## config.mk

```make
export PLATFORM = sky130hd
export DESIGN_NAME = key_debounce_long_press_events_core
export DESIGN_NICKNAME = d
export VERILOG_FILES = /design/src/sv/kdlp_pkg.sv /design/src/sv/kdlp_debounce.sv /design/src/sv/kdlp_events.sv /design/src/sv/key_debounce_long_press_events_core.sv
export SDC_FILE = /design/constraint.sdc
export NUM_CORES = 1
export LEC_CHECK = 0
export BUFFER_PORTS_ARGS = -buffer_cell sky130_fd_sc_hd__clkbuf_2
export CAP_MARGIN = 20
export CORE_UTILIZATION = 60
export DETAILED_ROUTE_END_ITERATION = 12
export HOLD_SLACK_MARGIN = 0.1
export PLACE_DENSITY_LB_ADDON = 0.2
export SYNTH_ARGS = -nofsm -noshare
export SYNTH_HDL_FRONTEND = slang
export SYNTH_SLANG_ARGS = --single-unit
```

## constraint.sdc

```tcl
create_clock -name clk -period 4.4 [get_ports clk]
set_input_delay 1.1 -clock clk [delete_from_list [all_inputs] [get_ports clk]]
set_output_delay 1.1 -clock clk [all_outputs]
set_load 0.05 [all_outputs]
```

## src/sv/kdlp_pkg.sv

```systemverilog
package kdlp_pkg;

  localparam int unsigned NUM_KEYS   = 4;
  localparam int unsigned DEB_W      = 4;
  localparam int unsigned HOLD_W     = 10;
  localparam int unsigned CFG_IDX_W  = 1;
  localparam int unsigned CFG_DATA_W = 10;

  localparam logic [DEB_W-1:0]  DEB_TICKS_RST  = 4'd3;
  localparam logic [HOLD_W-1:0] LONG_TICKS_RST = 10'd200;

  // key positions in the pin vector
  localparam int unsigned KEY_PREV = 0;
  localparam int unsigned KEY_NEXT = 1;
  localparam int unsigned KEY_ADJ  = 2;
  localparam int unsigned KEY_ITEM = 3;

  typedef enum logic [CFG_IDX_W-1:0] {
    REG_DEBOUNCE   = 1'd0,
    REG_LONG_PRESS = 1'd1
  } cfg_reg_t;

  typedef enum logic [3:0] {
    EV_NONE  = 4'd0,
    EV_PREV  = 4'd1,
    EV_NEXT  = 4'd2,
    EV_ITEM  = 4'd3,
    EV_INC   = 4'd4,
    EV_DEC   = 4'd5,
    EV_RUN   = 4'd6,
    EV_SAVE  = 4'd7,
    EV_CLEAN = 4'd8
  } event_t;

  typedef enum logic [1:0] {
    MODE_STOP  = 2'd0,
    MODE_RUN   = 2'd1,
    MODE_CLEAN = 2'd2
  } mode_t;

  // per-tick side inputs for the event logic
  typedef struct packed {
    logic dir;
    logic can_run;
    logic take;
  } tick_ctl_t;

endpackage

```

## src/sv/kdlp_debounce.sv

```systemverilog
module kdlp_debounce
  import kdlp_pkg::*;
(
  input  logic                clk,
  input  logic                rst_n,
  input  logic                adv,
  input  logic [NUM_KEYS-1:0] pins,
  input  logic [DEB_W-1:0]    deb_ticks,
  output logic [NUM_KEYS-1:0] stable_now
);

  logic [NUM_KEYS-1:0] raw_r, raw_nxt;
  logic [NUM_KEYS-1:0] stable_r, stable_nxt;
  logic [DEB_W-1:0]    cnt_r [NUM_KEYS];
  logic [DEB_W-1:0]    cnt_nxt [NUM_KEYS];
  logic [DEB_W-1:0]    deb_eff;
  logic [NUM_KEYS-1:0] cur;

  // a setting of zero behaves as one
  assign deb_eff = (deb_ticks == '0) ? DEB_W'(1) : deb_ticks;
  assign cur     = ~pins;

  always_comb begin
    raw_nxt    = raw_r;
    stable_nxt = stable_r;
    for (int i = 0; i < NUM_KEYS; i++) begin
      cnt_nxt[i] = cnt_r[i];
      if (cur[i] != raw_r[i]) begin
        raw_nxt[i] = cur[i];
        cnt_nxt[i] = deb_eff;
      end else if (cnt_r[i] != '0) begin
        cnt_nxt[i] = cnt_r[i] - DEB_W'(1);
        if (cnt_r[i] == DEB_W'(1)) begin
          stable_nxt[i] = raw_r[i];
        end
      end
    end
  end

  assign stable_now = stable_nxt;

  always_ff @(posedge clk) begin
    if (!rst_n) begin
      raw_r    <= '1;
      stable_r <= '1;
      for (int i = 0; i < NUM_KEYS; i++) begin
        cnt_r[i] <= '0;
      end
    end else if (adv) begin
      raw_r    <= raw_nxt;
      stable_r <= stable_nxt;
      for (int i = 0; i < NUM_KEYS; i++) begin
        cnt_r[i] <= cnt_nxt[i];
      end
    end
  end

endmodule

```

## src/sv/kdlp_events.sv

```systemverilog
module kdlp_events
  import kdlp_pkg::*;
(
  input  logic                clk,
  input  logic                rst_n,
  input  logic                adv,
  input  logic [NUM_KEYS-1:0] sp,
  input  tick_ctl_t           ctl,
  input  logic [HOLD_W-1:0]   long_ticks,
  output event_t              ev_report,
  output mode_t               mode_report
);

  logic [NUM_KEYS-1:0] was_r;
  logic [HOLD_W-1:0]   hold_r [2];
  logic [HOLD_W-1:0]   hold_nxt [2];
  logic [1:0]          ld_r, ld_nxt;
  logic [1:0]          ct_r, ct_nxt;
  logic [HOLD_W-1:0]   cc_r, cc_nxt;
  logic                cd_r, cd_nxt;
  mode_t               mode_r, mode_nxt;
  event_t              latch_r, latch_nxt;

  logic       both;
  logic       clean_fire;
  logic [1:0] page_fire;
  logic [1:0] page_short;
  logic       adj_edge, item_edge;
  event_t     ev_new;
  event_t     ev_cur;

  assign both      = sp[KEY_PREV] & sp[KEY_NEXT];
  assign adj_edge  = sp[KEY_ADJ] & ~was_r[KEY_ADJ];
  assign item_edge = sp[KEY_ITEM] & ~was_r[KEY_ITEM];

  always_comb begin
    logic k;
    logic ko;
    cc_nxt     = cc_r;
    cd_nxt     = cd_r;
    ld_nxt     = ld_r;
    ct_nxt     = ct_r;
    mode_nxt   = mode_r;
    clean_fire = 1'b0;
    page_fire  = 2'b00;
    page_short = 2'b00;
    hold_nxt[0] = hold_r[0];
    hold_nxt[1] = hold_r[1];

    if (both) begin
      ct_nxt = 2'b11;
      if (cc_r < long_ticks) begin
        cc_nxt = cc_r + HOLD_W'(1);
      end
      if (cc_nxt >= long_ticks && !cd_r) begin
        clean_fire = 1'b1;
        cd_nxt     = 1'b1;
        ld_nxt     = 2'b11;
        mode_nxt   = MODE_CLEAN;
      end
    end else begin
      cc_nxt = '0;
      cd_nxt = 1'b0;
    end

    // page keys; nothing here while both are held
    for (int i = 0; i < 2; i++) begin
      k  = i[0];
      ko = ~k;
      if (sp[k] && !sp[ko]) begin
        if (!was_r[k]) begin
          hold_nxt[k] = '0;
          ld_nxt[k]   = 1'b0;
          ct_nxt[k]   = 1'b0;
        end else if (hold_r[k] < long_ticks) begin
          hold_nxt[k] = hold_r[k] + HOLD_W'(1);
        end
        if (hold_nxt[k] >= long_ticks && !ld_nxt[k]) begin
          ld_nxt[k]    = 1'b1;
          page_fire[k] = 1'b1;
        end
      end else if (!sp[k] && was_r[k]) begin
        page_short[k] = ~ld_r[k] & ~ct_r[k];
        hold_nxt[k]   = '0;
        ld_nxt[k]     = 1'b0;
        ct_nxt[k]     = 1'b0;
      end
    end

    if (page_fire[0]) begin
      if (mode_r != MODE_STOP) begin
        mode_nxt = MODE_STOP;
      end else begin
        mode_nxt = ctl.can_run ? MODE_RUN : MODE_STOP;
      end
    end
  end

  // first event posted this tick, in posting order
  always_comb begin
    ev_new = EV_NONE;
    if (adj_edge) begin
      ev_new = ctl.dir ? EV_INC : EV_DEC;
    end else if (item_edge) begin
      ev_new = EV_ITEM;
    end else if (clean_fire) begin
      ev_new = EV_CLEAN;
    end else if (page_fire[0]) begin
      ev_new = EV_RUN;
    end else if (page_short[0]) begin
      ev_new = EV_PREV;
    end else if (page_fire[1]) begin
      ev_new = EV_SAVE;
    end else if (page_short[1]) begin
      ev_new = EV_NEXT;
    end
  end

  assign ev_cur      = (latch_r != EV_NONE) ? latch_r : ev_new;
  assign latch_nxt   = ctl.take ? EV_NONE : ev_cur;
  assign ev_report   = ev_cur;
  assign mode_report = mode_nxt;

  always_ff @(posedge clk) begin
    if (!rst_n) begin
      was_r     <= '0;
      hold_r[0] <= '0;
      hold_r[1] <= '0;
      ld_r      <= '0;
      ct_r      <= '0;
      cc_r      <= '0;
      cd_r      <= 1'b0;
      mode_r    <= MODE_STOP;
      latch_r   <= EV_NONE;
    end else if (adv) begin
      was_r     <= sp;
      hold_r[0] <= hold_nxt[0];
      hold_r[1] <= hold_nxt[1];
      ld_r      <= ld_nxt;
      ct_r      <= ct_nxt;
      cc_r      <= cc_nxt;
      cd_r      <= cd_nxt;
      mode_r    <= mode_nxt;
      latch_r   <= latch_nxt;
    end
  end

endmodule

```

## src/sv/key_debounce_long_press_events_core.sv

```systemverilog
// Key debounce and long-press event detector.
// Input channel (in_*): one transaction per scan tick with the four active-low
// key levels, the direction switch, the can-run flag and the consume strobe.
// Output channel (out_*): one transaction per scan tick with the pending event
// (latched content before this tick's consume), the run mode and the
// debounced key flags.
// Config channel (cfg_*): always ready; index 0 sets debounce ticks, index 1
// sets long-press ticks. Write only while no tick is in flight.
// Flow: a tick accepted into the input register is processed and lands in the
// output register, which raises out_valid. Throughput: one tick per cycle while
// the output is not stalled, set by the single state update between the input
// and output registers.
// Reset: debounce 3, long press 200; all keys count as pressed and were not
// pressed before, so the first tick sees a press edge on every key.
// Stall: the output register holds its result while out_ready is low, the
// input register holds one more tick, then in_ready drops.
module key_debounce_long_press_events_core
  import kdlp_pkg::*;
(
  input  logic                  clk,
  input  logic                  rst_n,
  input  logic                  in_valid,
  output logic                  in_ready,
  input  logic [3:0]            in_key_pins,
  input  logic                  in_direction_pin,
  input  logic                  in_can_run,
  input  logic                  in_take_event,
  output logic                  out_valid,
  input  logic                  out_ready,
  output logic [3:0]            out_pending_event,
  output logic [1:0]            out_run_mode,
  output logic [3:0]            out_keys_stable,
  input  logic                  cfg_valid,
  output logic                  cfg_ready,
  input  logic [CFG_IDX_W-1:0]  cfg_index,
  input  logic [CFG_DATA_W-1:0] cfg_data
);

  logic [DEB_W-1:0]    deb_r;
  logic [HOLD_W-1:0]   long_r;

  logic                iv_r;
  logic [NUM_KEYS-1:0] pins_r;
  tick_ctl_t           ctl_r;

  logic                ov_r;
  event_t              ev_out_r;
  mode_t               mode_out_r;
  logic [NUM_KEYS-1:0] stable_out_r;

  logic                adv;
  logic [NUM_KEYS-1:0] stable_now;
  event_t              ev_report;
  mode_t               mode_report;

  assign cfg_ready = 1'b1;

  always_ff @(posedge clk) begin
    if (!rst_n) begin
      deb_r  <= DEB_TICKS_RST;
      long_r <= LONG_TICKS_RST;
    end else if (cfg_valid) begin
      unique case (cfg_reg_t'(cfg_index))
        REG_DEBOUNCE:   deb_r  <= cfg_data[DEB_W-1:0];
        REG_LONG_PRESS: long_r <= cfg_data[HOLD_W-1:0];
        default: ;
      endcase
    end
  end

  // process the held tick when the output register is free or being emptied
  assign adv      = iv_r & (~ov_r | out_ready);
  assign in_ready = ~iv_r | adv;

  always_ff @(posedge clk) begin
    if (!rst_n) begin
      iv_r <= 1'b0;
    end else if (in_ready) begin
      iv_r <= in_valid;
    end
  end

  always_ff @(posedge clk) begin
    if (in_valid && in_ready) begin
      pins_r        <= in_key_pins;
      ctl_r.dir     <= in_direction_pin;
      ctl_r.can_run <= in_can_run;
      ctl_r.take    <= in_take_event;
    end
  end

  kdlp_debounce u_debounce (
    .clk        (clk),
    .rst_n      (rst_n),
    .adv        (adv),
    .pins       (pins_r),
    .deb_ticks  (deb_r),
    .stable_now (stable_now)
  );

  kdlp_events u_events (
    .clk         (clk),
    .rst_n       (rst_n),
    .adv         (adv),
    .sp          (stable_now),
    .ctl         (ctl_r),
    .long_ticks  (long_r),
    .ev_report   (ev_report),
    .mode_report (mode_report)
  );

  always_ff @(posedge clk) begin
    if (!rst_n) begin
      ov_r <= 1'b0;
    end else if (adv) begin
      ov_r <= 1'b1;
    end else if (out_ready) begin
      ov_r <= 1'b0;
    end
  end

  always_ff @(posedge clk) begin
    if (adv) begin
      ev_out_r     <= ev_report;
      mode_out_r   <= mode_report;
      stable_out_r <= stable_now;
    end
  end

  assign out_valid         = ov_r;
  assign out_pending_event = ev_out_r;
  assign out_run_mode      = mode_out_r;
  assign out_keys_stable   = stable_out_r;

endmodule

```

Word-level counts from Yosys, hierarchy flattened. Memory sizes are Yosys's and may differ from the RTL's. Cells that the tools add are included.

$add $sub $neg: 7. Order comparisons: 6. Equal/unequal tests: 9. Multiplexer cells: 92. Bitwise gates (word level): 24. Reduce and logical (&&, ||, !) cells: 28.

Operators with widths (count): $mux W10 (15); $mux W4 (21); $mux W1 (48); $add A10 B1 Y10 const B (3); $ge A10 B10 Y1 (3); $lt A10 B10 Y1 (3); $reduce_bool A4 Y1 (5); $eq A4 B1 Y1 const B (4); $mux W2 (8); $sub A4 B1 Y4 const B (4); $reduce_and A2 Y1 (7); $not A1 Y1 (9); $logic_and A1 B1 Y1 (8); $or A1 B1 Y1 (8); $and A1 B1 Y1 (6); $logic_not A1 Y1 (5); $logic_not A4 Y1 (1); $ne A1 B1 Y1 (4); $not A4 Y4 (1); $reduce_bool A2 Y1 (2); $ne A2 B2 Y1 const B (1).

Register bits after elaboration: 66. RAM bits: 36. Input bits: 23. Output and inout port bits: 13. Memories: 2.

Memory list: u_events.hold_r (words 2, width 10, read ports 2, clocked after Yosys merged registers in 0, write ports 2, line kdlp_events.sv:15) `logic [HOLD_W-1:0] hold_r [2];`; u_debounce.cnt_r (words 4, width 4, read ports 4, clocked after Yosys merged registers in 0, write ports 4, line kdlp_debounce.sv:14) `logic [DEB_W-1:0] cnt_r [NUM_KEYS];`.

Logic depth before layout (Yosys ltp). Gate-level depths: netlist of the first run. An unclocked memory read counts as a cell.

Word-level depth: 25. Mapped depth: 18. Mapped depth without buffers: 17.

By module. A second synthesis of the first run with hierarchy kept.

Cell total of the unflattened synthesis: 769. Area total of the unflattened synthesis: 7180.6 um2.

Modules (own cells, without submodules): kdlp_events (times used 1, cells each 522, area each 4450.5 um2); kdlp_debounce (times used 1, cells each 157, area each 1566.5 um2); key_debounce_long_press_events_core (times used 1, cells each 90, area each 1163.6 um2).

Worst setup path before layout of the first run. Ideal clock, no wire load.

Path kind: register to register. From: memory u_events.hold_r[1][4] (netlist: u_events.hold_r[0][14]). To: register ev_out_r[0] (netlist: out_pending_event[0]) (data pin). Library setup time: 0.259 ns. Arrival: 3.740 ns. Data required time: 4.141 ns. Slack: 0.401 ns. Cell stages (with the launch flop): 17. Path buffers: 0. Cells stage by stage: edfxtp_1 ha_1 a21o_1 a21o_1 a211oi_1 o31ai_1 a21o_1 or4_1 a21boi_1 ha_1 inv_1 a211oi_1 nor3_1 a211oi_4 a2111oi_0 a211oi_1 or2_1.

RTL lines: start: declaration (line kdlp_events.sv:15); end signal: assignment (line key_debounce_long_press_events_core.sv:124) `ev_out_r <= ev_report;`; end: declaration (line key_debounce_long_press_events_core.sv:47) `event_t ev_out_r;`.

==> results of run 1 <==
what timing repair did:
action                                  CTS  global route
hold endpoints to repair                  0             0
setup buffers                             0             4
pin swaps                                 0             5
cloned                                    0             0
resized for setup                         2            21
endpoints found under the setup margin    3             8
metal layers:
metal / vias to the layer above / part of all wire / global-route usage
met5: - / 0 / 0
met4: 0 / 0.032 / 0.124
met3: 45 / 0.054 / 0.0460
met2: 183 / 0.50 / 0.510
met1: 2633 / 0.42 / 0.354
li1: 2603 / - / -
critical path: stages (launching register included):
cell and delay [ns]:
sky130_fd_sc_hd__edfxtp_1 0.44, sky130_fd_sc_hd__ha_1 0.34, sky130_fd_sc_hd__a21o_1 0.20, sky130_fd_sc_hd__a21o_1 0.21
sky130_fd_sc_hd__a211oi_2 0.25, sky130_fd_sc_hd__o31ai_4 0.15, sky130_fd_sc_hd__a21o_1 0.23, sky130_fd_sc_hd__or4_1 0.56
sky130_fd_sc_hd__a21boi_2 0.18, sky130_fd_sc_hd__ha_1 0.16, sky130_fd_sc_hd__a41oi_1 0.11, sky130_fd_sc_hd__or3_4 0.39
sky130_fd_sc_hd__a211oi_4 0.30, sky130_fd_sc_hd__buf_4 0.17, sky130_fd_sc_hd__a21boi_1 0.08, sky130_fd_sc_hd__o41ai_1 0.35
state kept, by name (all words and copies together), names as in the netlist, 2 cells and up:
register and cells:
out_keys_stable 4, u_events.mode_r 2, u_debounce.raw_r 4, u_events.latch_r 4, long_r 10, u_events.ct_r 2, u_debounce.cnt_r 16, out_run_mode 2
u_debounce.stable_r 4, out_pending_event 4, u_events.hold_r 20, pins_r 4, deb_r 4, u_events.cc_r 10, u_events.was_r 4, u_events.ld_r 2
ctl_r 3
logic make-up after synthesis:
family	count (synthesis)
multiplexers	10
XOR/XNOR	36
adder cells (fa/ha/maj)	72
flip-flops	102
AO/OA/AOI/OAI	178
other	1
AND/OR/NAND/NOR	235
buffers and inverters	58
cell type report:
type                    instances  area (µm²)  share of cell area
inverters                      36         138              0.0193
repair buffers                 51         298              0.0417
well taps                     136         170              0.0238
clock buffers                  11         131              0.0184
flip-flops and latches        102        2570               0.360
clock inverters                 5        66.3             0.00928
multi-input cells             532        3770               0.527
synth_stat cells, types with 3 or more instances:
master and number:
sky130_fd_sc_hd__a2111oi_0 6, sky130_fd_sc_hd__mux2i_1 8, sky130_fd_sc_hd__nor4b_1 3, sky130_fd_sc_hd__nand3_1 14
sky130_fd_sc_hd__nor3_1 16, sky130_fd_sc_hd__ha_1 72, sky130_fd_sc_hd__and3_1 8, sky130_fd_sc_hd__edfxtp_1 53
sky130_fd_sc_hd__o211ai_1 9, sky130_fd_sc_hd__a21boi_0 12, sky130_fd_sc_hd__nand4_1 12, sky130_fd_sc_hd__dfxtp_1 49
sky130_fd_sc_hd__o21a_1 4, sky130_fd_sc_hd__xnor2_1 27, sky130_fd_sc_hd__o21ai_0 32, sky130_fd_sc_hd__nand2_1 74
sky130_fd_sc_hd__o41ai_1 4, sky130_fd_sc_hd__a22o_1 4, sky130_fd_sc_hd__nand2b_1 5, sky130_fd_sc_hd__nor2b_1 24
sky130_fd_sc_hd__clkbuf_1 21, sky130_fd_sc_hd__a21boi_1 4, sky130_fd_sc_hd__a211oi_1 29, sky130_fd_sc_hd__a21o_1 10
sky130_fd_sc_hd__o31ai_1 7, sky130_fd_sc_hd__o2bb2ai_1 3, sky130_fd_sc_hd__and2_1 9, sky130_fd_sc_hd__a21oi_1 37
sky130_fd_sc_hd__xor2_1 9, sky130_fd_sc_hd__inv_1 34, sky130_fd_sc_hd__nor2_1 57
power breakdown:
group          internal (mW)  switching, mW
clock network          0.271          0.350
logic                  0.139          0.229
registers               1.05         0.0531
per-stage QoR:
stage | hold slack, ns | area [µm²] | power [mW] | instances
after global placement | 0.451 | 6830 | 1.45 | 853
after global routing | 0.502 | 7140 | 2.18 | 873
after CTS | 0.473 | 7040 | 2.08 | 869
after floorplan | 0.433 | 6480 | 1.37 | 692
after detailed placement | 0.459 | 6830 | 1.47 | 853
final | 0.472 | 7140 | 2.10 | 873
worst max-delay path by stage:
stage | from | end | slack, ns | depth (start not counted)
2_1_floorplan | u_events.hold_r[0][14]$_SDFFCE_PN0P_ | out_pending_event[0]$_DFFE_PP_ | 0.40 | 16
3_3_place_gp | u_events.hold_r[0][14]$_SDFFCE_PN0P_ | out_pending_event[0]$_DFFE_PP_ | 0.17 | 16
3_5_place_dp | u_events.hold_r[0][14]$_SDFFCE_PN0P_ | out_pending_event[0]$_DFFE_PP_ | -0.06 | 16
4_1_cts | u_events.hold_r[0][14]$_SDFFCE_PN0P_ | out_pending_event[2]$_DFFE_PP_ | 0.01 | 15
5_1_grt | u_events.hold_r[0][14]$_SDFFCE_PN0P_ | out_pending_event[2]$_DFFE_PP_ | -0.07 | 15
6_report | u_events.hold_r[0][14]$_SDFFCE_PN0P_ | out_pending_event[2]$_DFFE_PP_ | 0.05 | 15
==> impl_summary.log, run 1 <==
[metrics] Skew-Pair Late Insertion Delay: between 0.3 and 0.4 ns
[metrics] Reg clk slew, reported paths: ~0.10 ns
[metrics] Worst Hold Class: reg -> reg
[metrics] r2r startpoint: u_events.hold_r[0][14]$_SDFFCE_PN0P_
[metrics] Synth area leader: sky130_fd_sc_hd__edfxtp_1
[metrics] per-cell via count in the routed design: ~6.3
[metrics] Synth Area in Adders: 0.139
[metrics] most area-consuming cells after synthesis: sky130_fd_sc_hd__edfxtp_1 (25%), sky130_fd_sc_hd__dfxtp_1 (15%), sky130_fd_sc_hd__ha_1 (14%)
[metrics] maximum number of pins on one net before global-route repair: 38
[metrics] post-synthesis mux area share: 0.0158
[metrics] distinct cell type count of the synthesized netlist: 58
[metrics] Synth Instances: 692
[metrics] clock tree from TritonCTS: done
[metrics] detailed placement HPWL: 11,300 µm
[metrics] number of buffers added by the clock tree synthesis step: 9
[metrics] Setup Skew: 0.0182 ns
[metrics] number of endpoints with negative hold slack in the final report: 0
[metrics] Worst Setup Slack post-DPL: -0.0562 ns
[metrics] post-cts hold buffer count: 0
[metrics] portion of the post-synthesis area used by sequential elements: 0.397
[metrics] type of the worst setup path: reg -> reg
[metrics] Max FO, Critical Path: 7
[metrics] max-cap check violation count: 0
[metrics] Startpoint Class: register
[metrics] synthesized-area fraction occupied by ao, oa, aoi and oai cells: 0.189
[metrics] most frequently used flop master after synthesis: sky130_fd_sc_hd__edfxtp_1
[metrics] leading cell type in the layout, fill and taps excluded: sky130_fd_sc_hd__nand2_1
[metrics] count of fill cells added during filler insertion: between 800 and 900
[metrics] via count of the first global-routing pass: roughly 5,500
[metrics] Reg2Reg Depth: 15
[metrics] maximum frequency from static timing analysis: 230 MHz
[metrics] flop2flop setup slack: between 0.05 and 0.06 ns
[metrics] normalized max-slew margin: 0.533
[metrics] layout overhead on the synthesized area: 10.3%
[metrics] area fraction in and, or, nand and nor cells after synthesis: 0.176
[metrics] Yosys warnings: 0
[metrics] die outline width: about 110 µm
[metrics] post-synthesis instance area: roughly 0.0065 mm²
[metrics] r2r endpoint: out_pending_event[2]$_DFFE_PP_
[metrics] area of the die: approximately 0.011 mm²
[metrics] Min-Delay Startpoint: long_r[9]$_SDFFE_PN0P_
[metrics] final core area utilization: 0.686
[metrics] number of diodes added for antenna fixing: 0
[metrics] leak pwr: roughly 2.9 nW
[metrics] DRC viols: 0
[metrics] root buffer selected by CTS: sky130_fd_sc_hd__clkbuf_8
[metrics] arrival time of data at the critical path endpoint: between 4 and 5 ns
[metrics] worst setup slack after layout: between 0.05 and 0.06 ns
[metrics] number of standard-cell rows in the floorplan: 37
[metrics] endpoint of the worst hold-timing path: long_r[9]$_SDFFE_PN0P_
[metrics] XOR/XNOR share of the synthesized area: 0.0487
[metrics] aggregate global-route resource usage: 0.291
[metrics] Iteration-0 DRC Markers: between 300 and 400
[metrics] #FFs+latches synth: ~100
[metrics] Mapped Nets: around 800
[metrics] CTS H-tree lvls: 3
[metrics] largest family of logic cells by synthesized area: compound AO/OA/AOI/OAI gates
[metrics] final critical-path required period: about 4.3 ns
[metrics] detailed-route via count: around 5,500
[metrics] count of boundary I/O pins: 36
[metrics] period utilization: 0.988
[metrics] wire length reported by the detailed router: ~16,000 µm
[metrics] power density over the cells: 293 mW/mm²
[metrics] status: completed
[metrics] routability-driven placement congestion ratio: 0.900
[metrics] share of layout cells above drive strength 1: 0.126
[metrics] Setup violations, final: 0
[metrics] post-synth top area share: 0.246
[metrics] transition at the pin with the smallest max-transition slack: approximately 0.70 ns
[metrics] Final Net Count: about 830
[metrics] data required time of the critical path: 4.57 ns
[metrics] Hold Path Depth: 2
[metrics] area of the core: ~0.010 mm²
[metrics] IR Drop Worst-Case VDD: 0.271 mV
[metrics] Avg Cell Area, Syn: around 9.4 µm²
[metrics] overflow left after global routing: 0
[metrics] number of nets with antenna violations after detailed routing: 0
[metrics] Final TNS setup: 0 ns
[metrics] maximum count of clock buffers along a single path: 2
[metrics] category of the worst setup path capture point: register
[metrics] Port Buffer Count: 34
[metrics] average wire per standard cell: approximately 18 µm
[metrics] clock net sink count: 102
[metrics] top library cells by usage in the layout, fill and taps aside: sky130_fd_sc_hd__nand2_1 (74), sky130_fd_sc_hd__ha_1 (72), sky130_fd_sc_hd__nor2_1 (56)
[metrics] Async SR Flop Fraction: 0
[metrics] initial antenna violation count: 0
[metrics] effective utilization at floorplan: 0.622
[metrics] drt first pass iters: 5
[metrics] count of final max-slew check failures: 0
[metrics] first-pass GRT wire length: approximately 26,000 µm
[metrics] EDFF count, synth: between 50 and 60
[metrics] die height: 106 µm
No activity file was read; power rests on OpenSTA's default activity.
==> run 2: changes to the inputs <==
--- a/config.mk
+++ b/config.mk
@@ -10,7 +10,7 @@
 export CORE_UTILIZATION = 60
 export DETAILED_ROUTE_END_ITERATION = 12
 export HOLD_SLACK_MARGIN = 0.1
-export PLACE_DENSITY_LB_ADDON = 0.2
+export PLACE_DENSITY_LB_ADDON = 0.25
 export SYNTH_ARGS = -nofsm -noshare
 export SYNTH_HDL_FRONTEND = slang
 export SYNTH_SLANG_ARGS = --single-unit
==> impl_summary.log, run 2 (synthesis gave the netlist of run 1 again) <==
[metrics] status: completed
[metrics] leak pwr: 2.88 nW (about the same)
[metrics] overflow left after global routing: 0 (unchanged)
[metrics] kind of cell adding the most delay to the critical path: compound AO/OA/AOI/OAI gates
[metrics] count of boundary I/O pins: 36 (unchanged)
[metrics] category of the worst setup path capture point: register
[metrics] initial antenna violation count: 0 (unchanged)
[metrics] flop2flop setup slack: 0.24 ns (+0.18 ns)
[metrics] post-cts hold buffer count: 0 (unchanged)
[metrics] detailed placement HPWL: 11,100 µm (-1.4%)
[metrics] arrival time of data at the critical path endpoint: 4.35 ns (-0.17 ns)
[metrics] series of cell instances along the critical path: ha_1 -> a21o_1 -> a21o_1 -> a211oi_2 -> o31ai_4 -> a21o_1 -> or4_1 -> a21boi_1 -> ha_1 -> a41oi_1 -> or3_1 -> a211oi_4 -> a21boi_1 -> o41ai_2
[metrics] switching portion of total power: 0.301 (-0.000396)
[metrics] detailed-route via count: 5,381 (-1.5%)
[metrics] maximum frequency from static timing analysis: 240 MHz (+4.4%)
[metrics] Reg2Reg Depth: 14 (-1)
[metrics] total met2 wirelength after detailed routing: 7470 µm (-3.5%)
[metrics] via count of the first global-routing pass: 5,361 (-2.0%)
[metrics] wire length reported by the detailed router: 15,200 µm (-3.0%)
[metrics] highest-delay cell along the critical path: sky130_fd_sc_hd__or4_1
[metrics] Port Buffer Count: 34 (unchanged)
[metrics] clock tree from TritonCTS: done
[metrics] Crit path largest cell delay: 0.54 ns (-0.02 ns)
[metrics] type of the worst setup path: reg -> reg
[metrics] cell repeated most along the worst path: sky130_fd_sc_hd__a21o_1
[metrics] r2r endpoint: out_pending_event[2]$_DFFE_PP_
[metrics] part of the total power dissipated in sequential elements: 0.539 (+0.011)
[metrics] total number of cells along the worst setup path: 14 (-1)
[metrics] first-pass GRT wire length: 25,700 µm (about the same)
[metrics] Setup violations, final: 0 (unchanged)
[metrics] data required time of the critical path: 4.59 ns (+0.02 ns)
[metrics] Clock power frac: 0.284 (-0.012)
[metrics] maximum number of pins on one net before global-route repair: 37 (-2.6%)
[metrics] die height: 106 µm (unchanged)
[metrics] flip-flop count of the largest register, all copies and words added: 20 (unchanged)
[metrics] Startpoint Class: register
[metrics] final critical-path required period: 4.16 ns (-0.182 ns)
[metrics] leading cell type in the layout, fill and taps excluded: sky130_fd_sc_hd__nand2_1
[metrics] CTS H-tree lvls: 3 (unchanged)
[metrics] Reg clk slew, reported paths: 0.10 ns (about the same)
[metrics] Hold Path Depth: 2 (unchanged)
[metrics] area of the die: 0.0112 mm² (unchanged)
[metrics] Max FO, Critical Path: 7 (unchanged)
[metrics] share of layout cells above drive strength 1: 0.118 (-0.00798)
[metrics] worst slack on hold paths: 0.476 ns (+0.00337 ns)
[metrics] Power, Total: 2.05 mW (-2.0%)
[metrics] number of buffers added by the clock tree synthesis step: 9 (unchanged)
[metrics] count of final max-slew check failures: 0 (unchanged)
[metrics] DR WL met3: 734 µm (-14%)
[metrics] root buffer selected by CTS: sky130_fd_sc_hd__clkbuf_8
[metrics] highest metal layer with signal wires: met4
[metrics] number of endpoints with negative hold slack in the final report: 0 (unchanged)
[metrics] Placed Instances: 854 (+0.12%)
[metrics] number of nets with antenna violations after detailed routing: 0 (unchanged)
[metrics] net switching power: 618 µW (-2.2%)
[metrics] routability-driven placement congestion ratio: 0.899 (about the same)
[metrics] Worst Hold Class: reg -> reg
[metrics] final core area utilization: 0.683 (-0.00324)
[metrics] IR Drop Worst-Case VDD: 0.226 mV (-17%)
[metrics] per-cell via count in the routed design: 6.17 (-1.4%)
[metrics] clock net sink count: 102 (unchanged)
[metrics] layout overhead on the synthesized area: 9.73%
[metrics] aggregate global-route resource usage: 0.289 (-0.00217)
[metrics] die outline width: 106 µm (unchanged)
[metrics] Top Registers: u_events.hold_r (20), u_debounce.cnt_r (16)
[metrics] period utilization: 0.947 (-0.0415)
[metrics] r2r startpoint: u_events.hold_r[0][14]$_SDFFCE_PN0P_
[metrics] area used by sequential logic in the layout: 0.00257 mm² (unchanged)
[metrics] final std cells w/o fill: 872 (-0.11%)
[metrics] number of diodes added for antenna fixing: 0 (unchanged)
[metrics] relative contribution of combinational cells to total power: 0.176 (about the same)
[metrics] Final Net Count: 826 (-0.12%)
[metrics] number of standard-cell rows in the floorplan: 37 (unchanged)
[metrics] area of the core: 0.0104 mm² (unchanged)
[metrics] average wire per standard cell: 17.4 µm (-2.9%)
[metrics] Skew-Pair Late Insertion Delay: 0.37 ns (about the same)
[metrics] max-cap check violation count: 0 (unchanged)
[metrics] worst setup path endpoint: out_pending_event[2]$_DFFE_PP_
[metrics] crit path launch: u_events.hold_r[0][14]$_SDFFCE_PN0P_
[metrics] drt first pass iters: 5 (unchanged)
[metrics] top register by number of flip-flops: u_events.hold_r
[metrics] area of combinational cells with multiple inputs: 0.00375 mm² (-0.50%)
[metrics] total routed wire length on the met1 layer: 6460 µm (-1.3%)
[metrics] count of fill cells added during filler insertion: 843 (+1.1%)
[metrics] normalized max-slew margin: 0.493 (-0.0397)
[metrics] transition at the pin with the smallest max-transition slack: 0.758 ns (+0.0600 ns)
[metrics] Iteration-0 DRC Markers: 409 (+2.8%)
[metrics] Setup Skew: 0.0101 ns (-0.00815 ns)
[metrics] total internal power: 1.43 mW (-2.0%)
[metrics] maximum count of clock buffers along a single path: 2 (unchanged)
[metrics] top library cells by usage in the layout, fill and taps aside: sky130_fd_sc_hd__nand2_1 (74), sky130_fd_sc_hd__ha_1 (72), sky130_fd_sc_hd__nor2_1 (56)
[metrics] Critical path buffers and inverters: 0 (-1)
[metrics] DRC viols: 0 (unchanged)
[metrics] effective utilization at floorplan: 0.622 (unchanged)
[metrics] power density over the cells: 289 mW/mm² (-1.6%)
## run 2: cell count changes in the layout (fill, tap and decap cells not counted), sizes merged
cell	previous run	this run
clkinv	1	3
buf	17	16
bufinv	1	0
clkinvlp	1	0
## run 2: through the flow
step	TNS, ns	instance area, µm²	worst slack (ns)
after global routing	-0.00237	7110	-0.00237
after floorplan	0	6480	0.401
after detailed placement	-0.00363	6840	-0.00363
final	0	7110	0.235
after CTS	0	7030	0.0845
after global placement	0	6840	0.185
## run 2: what timing repair did
item | in CTS | in global routing
gates resized for setup | 1 | 16
setup endpoints to repair | 1 | 6
buffers inserted | 0 | 2
pin swaps | 0 | 4
## run 2: worst reg2reg max path: cells and delay by family, from the launching register on
kind,cells,cell delay [ns]
adder cells (fa/ha/maj),2,0.48
AND/OR/NAND/NOR,2,0.94
AO/OA/AOI/OAI,10,2.13
flip-flops,1,0.43
## run 2: final cells by class
class	count	area share
Inverter	36	0.0194
Sequential cell	102	0.362
Clock inverter	5	0.00545
Multi-Input combinational cell	532	0.527
Timing Repair Buffer	50	0.0408
Clock buffer	11	0.0213
Tap cell	136	0.0239
## run 2: power groups by stage
stage	registers [mW]	logic (mW)	clock network (mW)
2_1_floorplan	1.12	0.242	0
3_3_place_gp	1.12	0.326	0
3_5_place_dp	1.13	0.344	0
4_1_cts	1.11	0.349	0.590
5_1_grt	1.11	0.404	0.630
6_report	1.11	0.362	0.583
## run 2: worst min path at each step
| stage | startpoint | end | slack (ns) |
|---|---|---|---|
| global route | long_r[5]$_SDFFE_PN0P_ | long_r[5]$_SDFFE_PN0P_ | 0.51 |
| global placement | deb_r[0]$_SDFFE_PN1P_ | deb_r[0]$_SDFFE_PN1P_ | 0.45 |
| CTS | deb_r[0]$_SDFFE_PN1P_ | deb_r[0]$_SDFFE_PN1P_ | 0.48 |
| finish | long_r[8]$_SDFFE_PN0P_ | long_r[8]$_SDFFE_PN0P_ | 0.48 |
| detailed placement | deb_r[0]$_SDFFE_PN1P_ | deb_r[0]$_SDFFE_PN1P_ | 0.46 |
| floorplan | deb_r[0]$_SDFFE_PN1P_ | deb_r[0]$_SDFFE_PN1P_ | 0.43 |
## run 2: layer usage
layer  global-route usage  vias to the layer above
li1                     -                     2608
met1                0.362                     2566
met2                0.496                      171
met3               0.0472                       36
met4                0.114                        0
met5                    0                        -
